`src/hw/rtl/sliding_window_latency_stats_macros.svh`:
```
// Assertion macros for the sliding window latency statistics block.
// Expects signals named clk and rst_n in the module that uses them.
// Assertion bodies collapse to nothing when SYNTHESIS is defined.
`ifndef SLIDING_WINDOW_LATENCY_STATS_MACROS_SVH
`define SLIDING_WINDOW_LATENCY_STATS_MACROS_SVH
`ifndef SYNTHESIS
`define SWLS_ASSERT(lbl, prop, msg) \
  lbl: assert property (@(posedge clk) disable iff (!rst_n) prop) else $error(msg);
`define SWLS_ASSERT_NEVER(lbl, expr, msg) `SWLS_ASSERT(lbl, !(expr), msg)
`else
`define SWLS_ASSERT(lbl, prop, msg)
`define SWLS_ASSERT_NEVER(lbl, expr, msg)
`endif
`endif

```
`src/hw/rtl/swls_pkg.sv`:
```
// Shared types and constants for the sliding window latency statistics block.
// No dependencies; imported by swls_dp, swls_ctrl and the top module (swls_div does not use it).
package swls_pkg;

  localparam int unsigned WINDOW_DEF  = 1024;
  localparam int unsigned ACTION_W    = 2;
  localparam int unsigned SAMPLE_W    = 32;
  localparam int unsigned COUNT_OUT_W = 11;

  localparam logic [ACTION_W-1:0] ACT_RECORD = 2'd0;
  localparam logic [ACTION_W-1:0] ACT_QUERY  = 2'd1;
  localparam logic [ACTION_W-1:0] ACT_CLEAR  = 2'd2;

  // Commands from the controller to the datapath.
  typedef struct packed {
    logic record_rd;  // read the slot at the write pointer, latch the sample
    logic update;     // write the sample, adjust sum, count and pointer
    logic clear;      // empty the window
    logic start;      // reset walk index and min/max accumulators
    logic div_start;  // launch the mean division
    logic walk_rd;    // read the next held sample
    logic out_load;   // load the output register
  } swls_cmd_t;

  // Status from the datapath to the controller.
  typedef struct packed {
    logic count_zero;
    logic idx_last;
    logic div_done;
    logic out_free;
  } swls_sts_t;

endpackage

```
`src/hw/rtl/swls_ctrl.sv`:
```
// Controller state machine: sequences record, walk, divide and output load.
// Depends on swls_pkg.
module swls_ctrl (
  input  logic                          clk,
  input  logic                          rst_n,
  input  logic                          in_valid,
  output logic                          in_stall,
  input  logic [swls_pkg::ACTION_W-1:0] in_action,
  input  swls_pkg::swls_sts_t           sts,
  output swls_pkg::swls_cmd_t           cmd
);
  import swls_pkg::*;

  typedef enum logic [6:0] {
    S_IDLE  = 7'b0000001,
    S_RMW   = 7'b0000010,
    S_PREP  = 7'b0000100,
    S_WALK  = 7'b0001000,
    S_DRAIN = 7'b0010000,
    S_DIV   = 7'b0100000,
    S_OUT   = 7'b1000000
  } swls_state_t;

  swls_state_t state_r, state_nxt;

  assign in_stall = (state_r != S_IDLE);

  always_comb begin
    state_nxt = state_r;
    cmd       = '0;
    case (state_r)
      S_IDLE: begin
        if (in_valid) begin
          if (in_action == ACT_RECORD) begin
            cmd.record_rd = 1'b1;
            state_nxt     = S_RMW;
          end else begin
            // Query and the unused code leave the state alone.
            cmd.clear = (in_action == ACT_CLEAR);
            state_nxt = S_PREP;
          end
        end
      end
      S_RMW: begin
        cmd.update = 1'b1;
        state_nxt  = S_PREP;
      end
      S_PREP: begin
        cmd.start = 1'b1;
        if (sts.count_zero) begin
          state_nxt = S_OUT;
        end else begin
          cmd.div_start = 1'b1;
          state_nxt     = S_WALK;
        end
      end
      S_WALK: begin
        cmd.walk_rd = 1'b1;
        if (sts.idx_last) state_nxt = S_DRAIN;
      end
      S_DRAIN: begin
        state_nxt = S_DIV;
      end
      S_DIV: begin
        if (sts.div_done) state_nxt = S_OUT;
      end
      S_OUT: begin
        if (sts.out_free) begin
          cmd.out_load = 1'b1;
          state_nxt    = S_IDLE;
        end
      end
      default: begin
        state_nxt = S_IDLE;
      end
    endcase
  end

  always_ff @(posedge clk) begin
    if (!rst_n) begin
      state_r <= S_IDLE;
    end else begin
      state_r <= state_nxt;
    end
  end

endmodule

```
`config.mk`:
```
export PLATFORM = sky130hd
export DESIGN_NAME = swls_ctrl
export DESIGN_NICKNAME = d
export VERILOG_FILES = /design/src/hw/rtl/sliding_window_latency_stats_macros.svh /design/src/hw/rtl/swls_pkg.sv /design/src/hw/rtl/swls_ctrl.sv
export SDC_FILE = /design/constraint.sdc
export NUM_CORES = 1
export LEC_CHECK = 0
export BUFFER_PORTS_ARGS = -buffer_cell sky130_fd_sc_hd__buf_2
export CAP_MARGIN = 20
export CORE_AREA = 2 2 39 41
export DETAILED_ROUTE_END_ITERATION = 8
export DIE_AREA = 0 0 41 43
export SYNTH_ARGS = -nofsm -noshare
export SYNTH_HDL_FRONTEND = slang
export SYNTH_SLANG_ARGS = --single-unit
```
`constraint.sdc`:
```
create_clock -name clk -period 1.7 [get_ports clk]
set_input_delay 0.255 -clock clk [delete_from_list [all_inputs] [get_ports clk]]
set_output_delay 0.255 -clock clk [all_outputs]
set_load 0.005 [all_outputs]
```
==> qor.yml <==
outcome: "finished with violations"
violations: "setup timing"
critPathMaxStageDelay_ns: 0.55
netlist_instances: 62
nets: 98
crit_fanout: 7
grt_pass1_vias: 496
fillers: 133
grt_max_degree: 10
slew_violations: 0
p_leak_nw: 0.312
cts_max_level: 1
drv_cap: 0
clk_pin_slew_ns: 0.05
finalWorstSetupSlack_ns: -0.0639
placed_area_um2: 614
num_rows: 14
ys_types: 30
hold_class: "in -> reg"
cts_root_buffer: "clkbuf_4"
antenna_found_initial: 0
fin_crit_sh_pct: 104
routed_wl_um: 1370
tritoncts: "yes"
syn_avg_cell_area_um2: 8.29
portBuffers: 16
final_cell_area_um2: 732
path_buf_inv: 1
die_y_um: 43
hold_buffers: 0
boundaryPins: 17
final_antenna_net_count: 0
syn-cell-area_um2: 514
antenna_cells: 0
first_pass_iters: 4
drive_gt1_share_pct: 51.1
tns_ns: -0.0639
gp_congestion: 0.807
vias: 568
peakVddDrop_v: 0.000358
powerDensity_nw_per_um2: 722
post-route-drc-count: 0
fin_skew_ns: 0.00738
ys_ff_latch: 7
largest_reg_flops: 7
crit_family: "simple AND/OR/NAND/NOR gates"
layout_common_cells: "16 x buf_2, 7 x buf_4, 6 x nor2_1"
worstSkewPairLatency_ns: 0.26
worst-endpoint-required_ns: 1.44
post-dp-hpwl_um: 1000
start_kind: "flop"
tightest_slew_ns: 0.562
critPathSlowestCell: "or4_4"
ys_seq_area_share_pct: 27.3
max_freq_ghz: 0.567
crit_chain: "or4_4 -> nor2_4 -> and3_2 -> buf_2"
syn2layout_area_growth_pct: 42.3
period_needed_ns: 1.76
dieArea_um2: 1760
final_common_cell: "buf_2"
largest-register: "state_r"
synth_fp_nets: 71
avgRoutedWirePerCell_um: 13.2
cts_buffer_depth: 2
slew_headroom_pct: 62.0
core_um2: 1380
gr-total-overflow: 0
cts.sinks: 7
worst_setup_path_end_kind: "output port"
cts_buffers: 3
rsz0062_at_grt: "yes"
ys_warn_count: 0
die_x_um: 41
fin_util_pct: 52.9
top_regs: "state_r (7)"
start_util_pct: 37.2
arrival_ns: 1.51
grt_usage_pct: 18.6
crit_type: "reg -> out"
drt_iter0_drc: 19
setup_violations: 1
grt_pass1_wl_um: 2160
via_per_inst: 5.46
hold_violations: 0
report_power, final:
group          leakage (nW)  total, mW  switching (mW)  internal (mW)
clock                0.0150      0.158          0.0679         0.0900
sequential           0.0592      0.188          0.0139          0.174
combinational         0.238      0.183          0.0960         0.0870
through the flow:
stage               hold slack, ns  instances  setup WS (ns)  total power, mW
floorplan                    0.333         62          0.285            0.303
global placement             0.464         95          0.162            0.349
detailed placement           0.466         95          0.145            0.350
CTS                          0.198        100        -0.0541            0.514
global route                 0.224        104         -0.101            0.560
finish                       0.211        104        -0.0639            0.529
final timing paths:
kind,slack [ns],cells past startpoint,to,from
hold / removal,0.21,2,state_r[1],in_action[1]
hold reg to reg,0.56,1,state_r[5],state_r[5]
setup / recovery,-0.06,4,cmd[0],state_r[0]
setup reg to reg,0.10,5,state_r[5],state_r[3]
worst register-to-register path: stages, from the launching register on:
cell and delay [ns]:
dfxtp_4 0.37, buf_4 0.15, nor4b_1 0.54, a311oi_2 0.10, nor2_1 0.21, a31o_2 0.17
cells by family (layout without fill, tap and decap cells):
kind of cell | count (synthesis) | after routing | share of synthesized area [%]
AO/OA/AOI/OAI | 11 | 11 | 21.2
XOR/XNOR | 1 | 1 | 1.70
buffers and inverters | 5 | 31 | 6.57
flip-flops | 7 | 7 | 27.2
multiplexers | 1 | 1 | 1.95
AND/OR/NAND/NOR | 37 | 37 | 41.4
cell usage after synthesis:
cell type | instances | area (um2)
nand2_1 | 5 | 18.8
mux2i_1 | 1 | 10.0
dfxtp_1 | 7 | 140
a311oi_2 | 1 | 15.0
nor4b_1 | 4 | 35.0
nor2_2 | 1 | 6.26
nand4b_1 | 1 | 8.76
a31o_2 | 1 | 8.76
xnor2_1 | 1 | 8.76
nor2_1 | 7 | 26.3
a21oi_1 | 1 | 5.00
or4_4 | 1 | 11.3
nand3_1 | 1 | 5.00
o21ai_0 | 2 | 10.0
inv_1 | 3 | 11.3
o221ai_2 | 1 | 15.0
nor3b_1 | 1 | 7.51
o221ai_1 | 1 | 8.76
nand4_1 | 2 | 12.5
nand2b_1 | 3 | 18.8
nor4_1 | 1 | 6.26
nor2b_1 | 1 | 6.26
buf_6 | 2 | 22.5
nor3_1 | 7 | 35.0
o32ai_2 | 1 | 16.3
and2b_1 | 1 | 7.51
o31a_1 | 1 | 8.76
o22a_1 | 1 | 8.76
a211oi_2 | 1 | 12.5
and3_2 | 1 | 7.51
area by class of cell:
cell class / count / area [um2] / share of cell area, %
multi-input cells: 50 / 379 / 51.8
flip-flops and latches: 7 / 151 / 20.7
repair buffers: 24 / 144 / 19.7
clock buffers: 4 / 26.3 / 3.59
well taps: 16 / 20.0 / 2.74
inverters: 3 / 11.3 / 1.54
routing by layer:
layer / wire [um] / up-vias / part of all wire, % / global-route usage, %
li1: - / 288 / - / -
met1: 596 / 259 / 43 / 25.0
met2: 704 / 14 / 51 / 26.3
met3: 36 / 7 / 2.6 / 3.14
met4: 36 / 0 / 2.6 / 12.0
met5: 0 / - / 0 / 0
what timing repair did:
action / in CTS / in global routing
endpoints found under the setup margin: 3 / 6
resized for setup: 4 / 12
pin swaps: 1 / 3
buffers inserted: 1 / 4
Note: power is estimated with default switching activity, not from simulation.
